==> config.mk <==
export PLATFORM = sky130hd
export DESIGN_NAME = pairwise_allele_sharing_accumulator_top_flat
export DESIGN_NICKNAME = d
export VERILOG_FILES = /design/src/sv/pasa_pkg.sv /design/src/sv/pasa_cfg_if.sv /design/src/sv/pasa_locus_if.sv /design/src/sv/pasa_result_if.sv /design/src/sv/pairwise_allele_sharing_accumulator_top.sv /design/src/sv/pasa_cfg_regs.sv /design/src/sv/pasa_locus_cmp.sv /design/src/sv/pasa_accum.sv /design/src/flat_wrapper.sv
export SDC_FILE = /design/constraint.sdc
export NUM_CORES = 1
export LEC_CHECK = 0
export CAP_MARGIN = 10
export CORE_ASPECT_RATIO = 1.2
export CORE_MARGIN = 2
export CORE_UTILIZATION = 50
export DETAILED_ROUTE_END_ITERATION = 8
export DONT_BUFFER_PORTS = 1
export GPL_TIMING_DRIVEN = 0
export HOLD_SLACK_MARGIN = 0.12
export PLACE_DENSITY = 0.77
export SYNTH_ARGS = -nofsm -noshare
export SYNTH_HDL_FRONTEND = slang
export SYNTH_HIERARCHICAL = 1
export SYNTH_SLANG_ARGS = --single-unit
==> constraint.sdc <==
create_clock -name clk -period 5.25 [get_ports clk]
set_input_delay 1.05 -clock clk [delete_from_list [all_inputs] [get_ports clk]]
set_output_delay 1.05 -clock clk [all_outputs]
set_load 0.05 [all_outputs]
==> src/sv/pasa_pkg.sv <==
`timescale 1ns / 1ps
// pasa_pkg: widths, register indexes and shared types of the allele sharing accumulator
// no dependencies; used by every other file of the block

package pasa_pkg;

	localparam int GENO_W     = 16;
	localparam int SHARED_W   = 22;
	localparam int COUNT_W    = 21;
	localparam int HALVES_W   = 2;
	localparam int CFG_IDX_W  = 1;
	localparam int CFG_DATA_W = 1;

	typedef enum logic [CFG_IDX_W-1:0] {
		REG_TWO_ALLELE_MODE   = 1'b0,
		REG_COUNT_IBS_CLASSES = 1'b1
	} cfg_reg_t;

	// halves shared at one locus, doubling as the ibs class
	localparam logic [HALVES_W-1:0] HALVES_NONE = 2'd0;
	localparam logic [HALVES_W-1:0] HALVES_ONE  = 2'd1;
	localparam logic [HALVES_W-1:0] HALVES_BOTH = 2'd2;

	typedef struct packed {
		logic two_allele_mode;
		logic count_ibs_classes;
	} cfg_t;

	typedef struct packed {
		logic                missing;
		logic                scored;
		logic [HALVES_W-1:0] halves;
	} locus_eval_t;

endpackage

==> src/sv/pasa_cfg_if.sv <==
`timescale 1ns / 1ps
// pasa_cfg_if: register write channel
// depends on pasa_pkg

interface pasa_cfg_if;
	logic                               valid;
	logic                               ready;
	logic [pasa_pkg::CFG_IDX_W-1:0]     index;
	logic [pasa_pkg::CFG_DATA_W-1:0]    data;

	modport source (output valid, output index, output data, input ready);
	modport sink   (input valid, input index, input data, output ready);
endinterface

==> src/sv/pasa_locus_if.sv <==
`timescale 1ns / 1ps
// pasa_locus_if: one locus of genotype codes for a pair of individuals
// depends on pasa_pkg

interface pasa_locus_if;
	logic                                valid;
	logic                                ready;
	logic signed [pasa_pkg::GENO_W-1:0]  geno_a_first;
	logic signed [pasa_pkg::GENO_W-1:0]  geno_a_second;
	logic signed [pasa_pkg::GENO_W-1:0]  geno_b_first;
	logic signed [pasa_pkg::GENO_W-1:0]  geno_b_second;
	logic                                self_pair;
	logic                                last_locus;

	modport source (output valid, output geno_a_first, output geno_a_second,
		output geno_b_first, output geno_b_second, output self_pair,
		output last_locus, input ready);
	modport sink   (input valid, input geno_a_first, input geno_a_second,
		input geno_b_first, input geno_b_second, input self_pair,
		input last_locus, output ready);
endinterface

==> src/sv/pasa_result_if.sv <==
`timescale 1ns / 1ps
// pasa_result_if: totals of one run of loci
// depends on pasa_pkg

interface pasa_result_if;
	logic                              valid;
	logic                              ready;
	logic [pasa_pkg::SHARED_W-1:0]     shared_halves;
	logic [pasa_pkg::COUNT_W-1:0]      missing_count;
	logic [pasa_pkg::COUNT_W-1:0]      ibs_zero_count;
	logic [pasa_pkg::COUNT_W-1:0]      ibs_one_count;
	logic [pasa_pkg::COUNT_W-1:0]      ibs_two_count;

	modport source (output valid, output shared_halves, output missing_count,
		output ibs_zero_count, output ibs_one_count, output ibs_two_count,
		input ready);
	modport sink   (input valid, input shared_halves, input missing_count,
		input ibs_zero_count, input ibs_one_count, input ibs_two_count,
		output ready);
endinterface

==> src/sv/pairwise_allele_sharing_accumulator_top.sv <==
`timescale 1ns / 1ps
// pairwise_allele_sharing_accumulator_top: allele sharing totals for one pair over a run of loci
// depends on pasa_pkg, the three channel interfaces, pasa_cfg_regs and pasa_accum
//
//  channel  dir  payload                                               transaction
//  cfg      in   index, data                                           register write
//  locus    in   geno_a/b_first/second, self_pair, last_locus          one locus
//  result   out  shared_halves, missing_count, ibs_zero/one/two_count  totals of a run
//
// one locus per cycle, except while a last locus waits on an unclaimed result; a locus is
// scored the cycle after it is taken, in the single input register stage that feeds the saturating counters
// the totals of a run are registered into the result register as its last locus leaves the input stage
// a stalled result holds back only a following last locus; others keep flowing
// arst_n clears modes, counters and valid flags at once; config writes are registered in the mode registers

module pairwise_allele_sharing_accumulator_top (
	input  logic          clk,
	input  logic          arst_n,
	pasa_cfg_if.sink      cfg,
	pasa_locus_if.sink    locus,
	pasa_result_if.source result
);
	pasa_pkg::cfg_t mode;

	pasa_cfg_regs u_cfg (
		.clk    (clk),
		.arst_n (arst_n),
		.cfg    (cfg),
		.mode   (mode)
	);

	pasa_accum u_accum (
		.clk    (clk),
		.arst_n (arst_n),
		.mode   (mode),
		.locus  (locus),
		.result (result)
	);
endmodule

==> src/sv/pasa_cfg_regs.sv <==
`timescale 1ns / 1ps
// pasa_cfg_regs: mode registers written through the configuration channel
// depends on pasa_pkg and pasa_cfg_if

module pasa_cfg_regs (
	input  logic            clk,
	input  logic            arst_n,
	pasa_cfg_if.sink        cfg,
	output pasa_pkg::cfg_t  mode
);
	logic two_allele_mode_q;
	logic count_ibs_classes_q;

	assign cfg.ready = 1'b1;

	always_ff @(posedge clk or negedge arst_n) begin
		if (!arst_n) begin
			two_allele_mode_q   <= 1'b0;
			count_ibs_classes_q <= 1'b0;
		end else if (cfg.valid) begin
			case (pasa_pkg::cfg_reg_t'(cfg.index))
				pasa_pkg::REG_TWO_ALLELE_MODE:   two_allele_mode_q   <= cfg.data[0];
				pasa_pkg::REG_COUNT_IBS_CLASSES: count_ibs_classes_q <= cfg.data[0];
				default: ;
			endcase
		end
	end

	assign mode.two_allele_mode   = two_allele_mode_q;
	assign mode.count_ibs_classes = count_ibs_classes_q;
endmodule

==> src/sv/pasa_locus_cmp.sv <==
`timescale 1ns / 1ps
// pasa_locus_cmp: missing check and sharing in halves for one locus
// depends on pasa_pkg

module pasa_locus_cmp (
	input  logic signed [pasa_pkg::GENO_W-1:0] a_first,
	input  logic signed [pasa_pkg::GENO_W-1:0] a_second,
	input  logic signed [pasa_pkg::GENO_W-1:0] b_first,
	input  logic signed [pasa_pkg::GENO_W-1:0] b_second,
	input  logic                               self_pair,
	input  logic                               two_allele_mode,
	output pasa_pkg::locus_eval_t              eval
);
	logic                              a_miss;
	logic                              b_miss;
	logic signed [pasa_pkg::GENO_W:0]  dose_diff;
	logic [pasa_pkg::HALVES_W-1:0]     halves_dose;
	logic [pasa_pkg::HALVES_W-1:0]     halves_pair;

	// sign bits mark missing codes
	assign a_miss = a_first[pasa_pkg::GENO_W-1]
		| (two_allele_mode & a_second[pasa_pkg::GENO_W-1]);
	assign b_miss = b_first[pasa_pkg::GENO_W-1]
		| (two_allele_mode & b_second[pasa_pkg::GENO_W-1]);

	assign dose_diff = {a_first[pasa_pkg::GENO_W-1], a_first}
		- {b_first[pasa_pkg::GENO_W-1], b_first};

	always_comb begin
		if (dose_diff == '0)
			halves_dose = pasa_pkg::HALVES_BOTH;
		else if (dose_diff == (pasa_pkg::GENO_W+1)'(1) || dose_diff == '1)
			halves_dose = pasa_pkg::HALVES_ONE;
		else
			halves_dose = pasa_pkg::HALVES_NONE;
	end

	// alleles matched in either order
	always_comb begin
		if (a_first == b_first)
			halves_pair = (a_second == b_second) ? pasa_pkg::HALVES_BOTH : pasa_pkg::HALVES_ONE;
		else if (a_first == b_second)
			halves_pair = (a_second == b_first) ? pasa_pkg::HALVES_BOTH : pasa_pkg::HALVES_ONE;
		else if (a_second == b_second || a_second == b_first)
			halves_pair = pasa_pkg::HALVES_ONE;
		else
			halves_pair = pasa_pkg::HALVES_NONE;
	end

	assign eval.missing = a_miss | (~self_pair & b_miss);
	assign eval.scored  = ~eval.missing & ~self_pair;
	assign eval.halves  = two_allele_mode ? halves_pair : halves_dose;
endmodule

==> src/sv/pasa_accum.sv <==
`timescale 1ns / 1ps
// pasa_accum: locus input register, saturating run totals and result register
// depends on pasa_pkg, pasa_locus_if, pasa_result_if and pasa_locus_cmp

module pasa_accum (
	input  logic            clk,
	input  logic            arst_n,
	input  pasa_pkg::cfg_t  mode,
	pasa_locus_if.sink      locus,
	pasa_result_if.source   result
);
	localparam int SW = pasa_pkg::SHARED_W;
	localparam int CW = pasa_pkg::COUNT_W;

	logic                               valid_s1;
	logic signed [pasa_pkg::GENO_W-1:0] a_first_s1;
	logic signed [pasa_pkg::GENO_W-1:0] a_second_s1;
	logic signed [pasa_pkg::GENO_W-1:0] b_first_s1;
	logic signed [pasa_pkg::GENO_W-1:0] b_second_s1;
	logic                               self_s1;
	logic                               last_s1;

	logic [SW-1:0] shared_q;
	logic [CW-1:0] missing_q;
	logic [CW-1:0] ibs_zero_q;
	logic [CW-1:0] ibs_one_q;
	logic [CW-1:0] ibs_two_q;

	logic          res_valid_q;
	logic [SW-1:0] res_shared_q;
	logic [CW-1:0] res_missing_q;
	logic [CW-1:0] res_zero_q;
	logic [CW-1:0] res_one_q;
	logic [CW-1:0] res_two_q;

	pasa_pkg::locus_eval_t eval;
	logic                  advance;
	logic                  ibs_on;
	logic [SW:0]           shared_sum;
	logic [SW-1:0]         shared_nx;
	logic [CW-1:0]         missing_nx;
	logic [CW-1:0]         zero_nx;
	logic [CW-1:0]         one_nx;
	logic [CW-1:0]         two_nx;

	pasa_locus_cmp u_cmp (
		.a_first         (a_first_s1),
		.a_second        (a_second_s1),
		.b_first         (b_first_s1),
		.b_second        (b_second_s1),
		.self_pair       (self_s1),
		.two_allele_mode (mode.two_allele_mode),
		.eval            (eval)
	);

	// a last locus waits only while the previous result is still unclaimed
	assign advance     = valid_s1 & (~last_s1 | ~res_valid_q | result.ready);
	assign locus.ready = ~valid_s1 | advance;

	always_ff @(posedge clk or negedge arst_n) begin
		if (!arst_n)
			valid_s1 <= 1'b0;
		else if (locus.ready)
			valid_s1 <= locus.valid;
	end

	always_ff @(posedge clk) begin
		if (locus.ready && locus.valid) begin
			a_first_s1  <= locus.geno_a_first;
			a_second_s1 <= locus.geno_a_second;
			b_first_s1  <= locus.geno_b_first;
			b_second_s1 <= locus.geno_b_second;
			self_s1     <= locus.self_pair;
			last_s1     <= locus.last_locus;
		end
	end

	// saturating updates
	assign ibs_on     = eval.scored & mode.count_ibs_classes;
	assign shared_sum = {1'b0, shared_q}
		+ (SW+1)'(eval.scored ? eval.halves : pasa_pkg::HALVES_NONE);
	assign shared_nx  = shared_sum[SW] ? '1 : shared_sum[SW-1:0];
	assign missing_nx = (eval.missing && missing_q != '1) ? missing_q + CW'(1) : missing_q;
	assign zero_nx    = (ibs_on && eval.halves == pasa_pkg::HALVES_NONE && ibs_zero_q != '1)
		? ibs_zero_q + CW'(1) : ibs_zero_q;
	assign one_nx     = (ibs_on && eval.halves == pasa_pkg::HALVES_ONE && ibs_one_q != '1)
		? ibs_one_q + CW'(1) : ibs_one_q;
	assign two_nx     = (ibs_on && eval.halves == pasa_pkg::HALVES_BOTH && ibs_two_q != '1)
		? ibs_two_q + CW'(1) : ibs_two_q;

	always_ff @(posedge clk or negedge arst_n) begin
		if (!arst_n) begin
			shared_q   <= '0;
			missing_q  <= '0;
			ibs_zero_q <= '0;
			ibs_one_q  <= '0;
			ibs_two_q  <= '0;
		end else if (advance) begin
			if (last_s1) begin
				shared_q   <= '0;
				missing_q  <= '0;
				ibs_zero_q <= '0;
				ibs_one_q  <= '0;
				ibs_two_q  <= '0;
			end else begin
				shared_q   <= shared_nx;
				missing_q  <= missing_nx;
				ibs_zero_q <= zero_nx;
				ibs_one_q  <= one_nx;
				ibs_two_q  <= two_nx;
			end
		end
	end

	always_ff @(posedge clk or negedge arst_n) begin
		if (!arst_n)
			res_valid_q <= 1'b0;
		else if (advance && last_s1)
			res_valid_q <= 1'b1;
		else if (result.ready)
			res_valid_q <= 1'b0;
	end

	always_ff @(posedge clk) begin
		if (advance && last_s1) begin
			res_shared_q  <= shared_nx;
			res_missing_q <= missing_nx;
			res_zero_q    <= zero_nx;
			res_one_q     <= one_nx;
			res_two_q     <= two_nx;
		end
	end

	assign result.valid          = res_valid_q;
	assign result.shared_halves  = res_shared_q;
	assign result.missing_count  = res_missing_q;
	assign result.ibs_zero_count = res_zero_q;
	assign result.ibs_one_count  = res_one_q;
	assign result.ibs_two_count  = res_two_q;

	a_clear_after_last: assert property (@(posedge clk) disable iff (!arst_n)
		advance && last_s1 |=> shared_q == '0 && missing_q == '0 && ibs_zero_q == '0
			&& ibs_one_q == '0 && ibs_two_q == '0)
		else $error("run totals not cleared after last locus");

	a_result_from_last: assert property (@(posedge clk) disable iff (!arst_n)
		$rose(res_valid_q) |-> $past(advance && last_s1))
		else $error("result raised without a last locus");

	a_last_held_on_stall: assert property (@(posedge clk) disable iff (!arst_n)
		valid_s1 && last_s1 && res_valid_q && !result.ready |=> valid_s1 && last_s1)
		else $error("last locus dropped while result stalled");

	a_ibs_frozen: assert property (@(posedge clk) disable iff (!arst_n)
		advance && !last_s1 && !mode.count_ibs_classes |=>
			$stable(ibs_zero_q) && $stable(ibs_one_q) && $stable(ibs_two_q))
		else $error("ibs counts moved while counting disabled");

	a_one_class_step: assert property (@(posedge clk) disable iff (!arst_n)
		advance && !last_s1 |-> $countones({zero_nx != ibs_zero_q, one_nx != ibs_one_q,
			two_nx != ibs_two_q, missing_nx != missing_q}) <= 1)
		else $error("more than one locus class counted");
endmodule
==> src/flat_wrapper.sv <==
// flat-port wrapper written by rule: the top's interface ports become plain ports
module pairwise_allele_sharing_accumulator_top_flat 
  (clk, arst_n, cfg_valid, cfg_index, cfg_data, cfg_ready, locus_valid, locus_geno_a_first, locus_geno_a_second, locus_geno_b_first, locus_geno_b_second, locus_self_pair, locus_last_locus, locus_ready, result_valid, result_shared_halves, result_missing_count, result_ibs_zero_count, result_ibs_one_count, result_ibs_two_count, result_ready);
  pasa_cfg_if cfg_i ();
  pasa_locus_if locus_i ();
  pasa_result_if result_i ();
  input  logic clk;
  input  logic arst_n;
  input wire logic [$bits(cfg_i.valid)-1:0] cfg_valid;
  input wire logic [$bits(cfg_i.index)-1:0] cfg_index;
  input wire logic [$bits(cfg_i.data)-1:0] cfg_data;
  output wire logic [$bits(cfg_i.ready)-1:0] cfg_ready;
  input wire logic [$bits(locus_i.valid)-1:0] locus_valid;
  input wire logic [$bits(locus_i.geno_a_first)-1:0] locus_geno_a_first;
  input wire logic [$bits(locus_i.geno_a_second)-1:0] locus_geno_a_second;
  input wire logic [$bits(locus_i.geno_b_first)-1:0] locus_geno_b_first;
  input wire logic [$bits(locus_i.geno_b_second)-1:0] locus_geno_b_second;
  input wire logic [$bits(locus_i.self_pair)-1:0] locus_self_pair;
  input wire logic [$bits(locus_i.last_locus)-1:0] locus_last_locus;
  output wire logic [$bits(locus_i.ready)-1:0] locus_ready;
  output wire logic [$bits(result_i.valid)-1:0] result_valid;
  output wire logic [$bits(result_i.shared_halves)-1:0] result_shared_halves;
  output wire logic [$bits(result_i.missing_count)-1:0] result_missing_count;
  output wire logic [$bits(result_i.ibs_zero_count)-1:0] result_ibs_zero_count;
  output wire logic [$bits(result_i.ibs_one_count)-1:0] result_ibs_one_count;
  output wire logic [$bits(result_i.ibs_two_count)-1:0] result_ibs_two_count;
  input wire logic [$bits(result_i.ready)-1:0] result_ready;
  assign cfg_i.valid = cfg_valid;
  assign cfg_i.index = cfg_index;
  assign cfg_i.data = cfg_data;
  assign cfg_ready = cfg_i.ready;
  assign locus_i.valid = locus_valid;
  assign locus_i.geno_a_first = locus_geno_a_first;
  assign locus_i.geno_a_second = locus_geno_a_second;
  assign locus_i.geno_b_first = locus_geno_b_first;
  assign locus_i.geno_b_second = locus_geno_b_second;
  assign locus_i.self_pair = locus_self_pair;
  assign locus_i.last_locus = locus_last_locus;
  assign locus_ready = locus_i.ready;
  assign result_valid = result_i.valid;
  assign result_shared_halves = result_i.shared_halves;
  assign result_missing_count = result_i.missing_count;
  assign result_ibs_zero_count = result_i.ibs_zero_count;
  assign result_ibs_one_count = result_i.ibs_one_count;
  assign result_ibs_two_count = result_i.ibs_two_count;
  assign result_i.ready = result_ready;
  pairwise_allele_sharing_accumulator_top u_core (.clk(clk), .arst_n(arst_n), .cfg(cfg_i), .locus(locus_i), .result(result_i));
endmodule
==> flow_summary.yaml <==
status:
  status: "complete, no violations"
min_path:
  hp-class: "primary input to async pin"
detailed_routing:
  drc: 0
  routedWlPerCell_um: 21.6
  first_pass_iters: 5
  ant_nets: 0
  via_per_inst: 6.28
  drt_iter0_markers: 999
  wl_um: 39700
  vias: 11500
placement:
  place_congestion: 0.938
  place_hpwl_um: 27800
  numPortBuffers: 0
  dp.cells: 1782
cells_and_area:
  nNetsFinal: 1521
  final_cells: 1835
  n_antenna_cell: 0
  drive_gt1_share_pct: 9.20
  final_common_cell: "edfxtp_1"
  area_growth_pct: 10.4
  final_cell_mix: "172 x edfxtp_1, 131 x nand2_1, 110 x dfrtp_1, 74 x xnor2_1, 70 x xor2_1"
synth:
  synth-edff-count: 172
  synth_area_per_cell_um2: 10.8
  synth_cells: 1391
  async_reset_ff_share_pct: 39.0
  synth_warnings: 6
  synth_fp_nets: 1489
  synth_flop_cell: "edfxtp_1"
  syn_area_um2: 15100
  ys_seq_area_share_pct: 52.5
  ys_ff_latch: 282
  synthDistinctLibCells: 101
clock_tree:
  clockBufferDepth: 3
  path_clk_slew_ns: 0.07
  clk-insertion-delay-late_ns: 0.56
  clock-sinks: 282
  numCtsBuffers: 29
  cts_max_level: 1
  postCtsHoldBufs: 0
  root_buffer: "clkbuf_16"
  cts_tree: "done"
timing:
  period_needed_ns: 5.02
  hold_viol: 0
  finalSetupTns_ns: 0
  worst_pin_slew_ns: 1.04
  fmax_mhz: 199
  drv_slew: 0
  setup_violations: 0
  fin_crit_sh_pct: 95.6
  slew_headroom_pct: 31.0
  fin_worst_skew_ns: 0.0131
  hold_ws_ns: 0.178
  rsz0062_at_grt: "no"
flow_run:
  maxCapViolations: 0
global_routing:
  grt_start_max_net_pins: 111
  gr-total-overflow: 0
  grtUsageTotal_pct: 24.9
  antenna_found_initial: 0
  grt_pass1_wl_um: 61400
  grt_pass1_vias: 11200
worst_setup_path:
  cp.required_ns: 5.50
  critical_path.max_fanout: 7
  crit_type: "flop to flop"
  end_kind: "flop"
  cp-start-kind: "flop"
  cp.arrival_ns: 5.26
power_and_ir_drop:
  power_mw: 5.64
  peakVddDrop_uv: 308
  p_per_area_nw_per_um2: 339
  p_leak_nw: 6.43
floorplanning:
  die_y_um: 194
  die_width_um: 163
  rows: 69
  ioPinCount: 182
  coreArea_um2: 29700
  initial_core_util_pct: 50.8
  dieArea_um2: 31600
[Yosys cell counts, types with 23 or more instances]
library cell    n  area (um^2)
ha_1           23          288
nand4_1        39          244
a21oi_1        49          245
dfrtp_1       110         2750
nand3_1        60          300
nor2_1         59          221
nand2_1       132          495
and3_1         31          194
clkbuf_1       53          199
nor4_1         29          181
o21ai_0        58          290
xnor2_1        74          648
edfxtp_1      172         5160
nor3_1         35          175
xor2_1         70          613
inv_1          41          154
[critical path, stage by stage (launching register included)]
cell and delay (ns):
edfxtp_1 0.45, ha_1 0.24, fa_1 0.40, and2b_2 0.27
o21bai_4 0.08, and2_1 0.21, o221a_1 0.30, a211o_1 0.29
nor4_2 0.17, nand4b_1 0.12, buf_4 0.17, o21ai_4 0.24
and2_1 0.23, ha_1 0.15, a21o_1 0.20, nand4_1 0.27
or4_4 0.51, o21ai_0 0.19, o21ai_0 0.23
[final timing paths]
path                       depth (start not counted)  slack [ns]                                      end                    startpoint
setup / recovery                                  18        0.23  u_core/u_accum/result.shared_halves[21]  u_core/u_accum/b_first_s1[0]
hold / removal                                     0        0.18              u_core/u_accum/ibs_two_q[9]                        arst_n
setup reg to reg                                  18        0.23  u_core/u_accum/result.shared_halves[21]  u_core/u_accum/b_first_s1[0]
hold reg to reg                                    1        0.51               u_core/u_accum/shared_q[0]    u_core/u_accum/shared_q[0]
max in group asynchronous                          0        4.78             u_core/u_accum/ibs_one_q[18]                        arst_n
min in group clk                                   1        0.51               u_core/u_accum/shared_q[0]    u_core/u_accum/shared_q[0]
[what timing repair did]
action                                  CTS  global route
pin swaps                                 2             2
endpoints found under the setup margin   37            37
endpoints found under the hold margin     0             0
buffers inserted                          1             1
gates resized for setup                   3            12
[report_power, final]
part | switching, mW | total (mW) | internal, mW
combinational | 0.417 | 0.641 | 0.224
clock | 0.872 | 2.14 | 1.27
sequential | 0.320 | 2.86 | 2.54
[through the flow]
stage	worst slack (ns)	area (um^2)	util [%]
2_1_floorplan	0.568	15100	-
3_3_place_gp	-0.895	15600	52.5
3_5_place_dp	-0.427	15600	52.6
4_1_cts	0.00821	16600	55.9
5_1_grt	0.0168	16700	56.1
6_report	0.233	16700	56.1
[registers in the layout (all words and copies together), names as in the netlist, 21 cells and up]
| name | count |
|---|---|
| u_core/u_accum/missing_q | 21 |
| u_core/u_accum/result.shared_halves | 22 |
| u_core/u_accum/ibs_one_q | 21 |
| u_core/u_accum/ibs_two_q | 21 |
| u_core/u_accum/result.ibs_two_count | 21 |
| u_core/u_accum/result.ibs_zero_count | 21 |
| u_core/u_accum/result.ibs_one_count | 21 |
| u_core/u_accum/shared_q | 22 |
| u_core/u_accum/result.missing_count | 21 |
| u_core/u_accum/ibs_zero_q | 21 |
[routing by layer]
layer	share of wire (%)	routed length (um)	global-route usage, %	up-vias
met2	49	19500	42.6	572
met4	5.0	1980	13.0	0
met5	0	0	0	-
met1	37	14600	29.0	5565
met3	9.1	3610	5.87	129
li1	-	-	-	5255
[logic make-up after synthesis]
group / Yosys count / synth area share [%]
simple gates: 514 / 18.8
flops: 282 / 52.5
compound gates: 274 / 13.0
xor+xnor: 144 / 8.36
buf+inv: 130 / 3.71
fa+ha+maj: 25 / 2.17
mux: 21 / 1.46
other cells: 1 / 0.0248
[cell type report]
| class | instances | area, um^2 |
|---|---|---|
| Fill cell | 2493 | 13000 |
| Sequential cell | 282 | 7920 |
| Multi-Input combinational cell | 979 | 6670 |
| Clock buffer | 36 | 752 |
| Tap cell | 390 | 488 |
| Buffer | 86 | 398 |
| Clock inverter | 17 | 230 |
| Inverter | 42 | 163 |
| Timing Repair Buffer | 3 | 42.5 |
No activity file was read; power rests on OpenSTA's default activity.
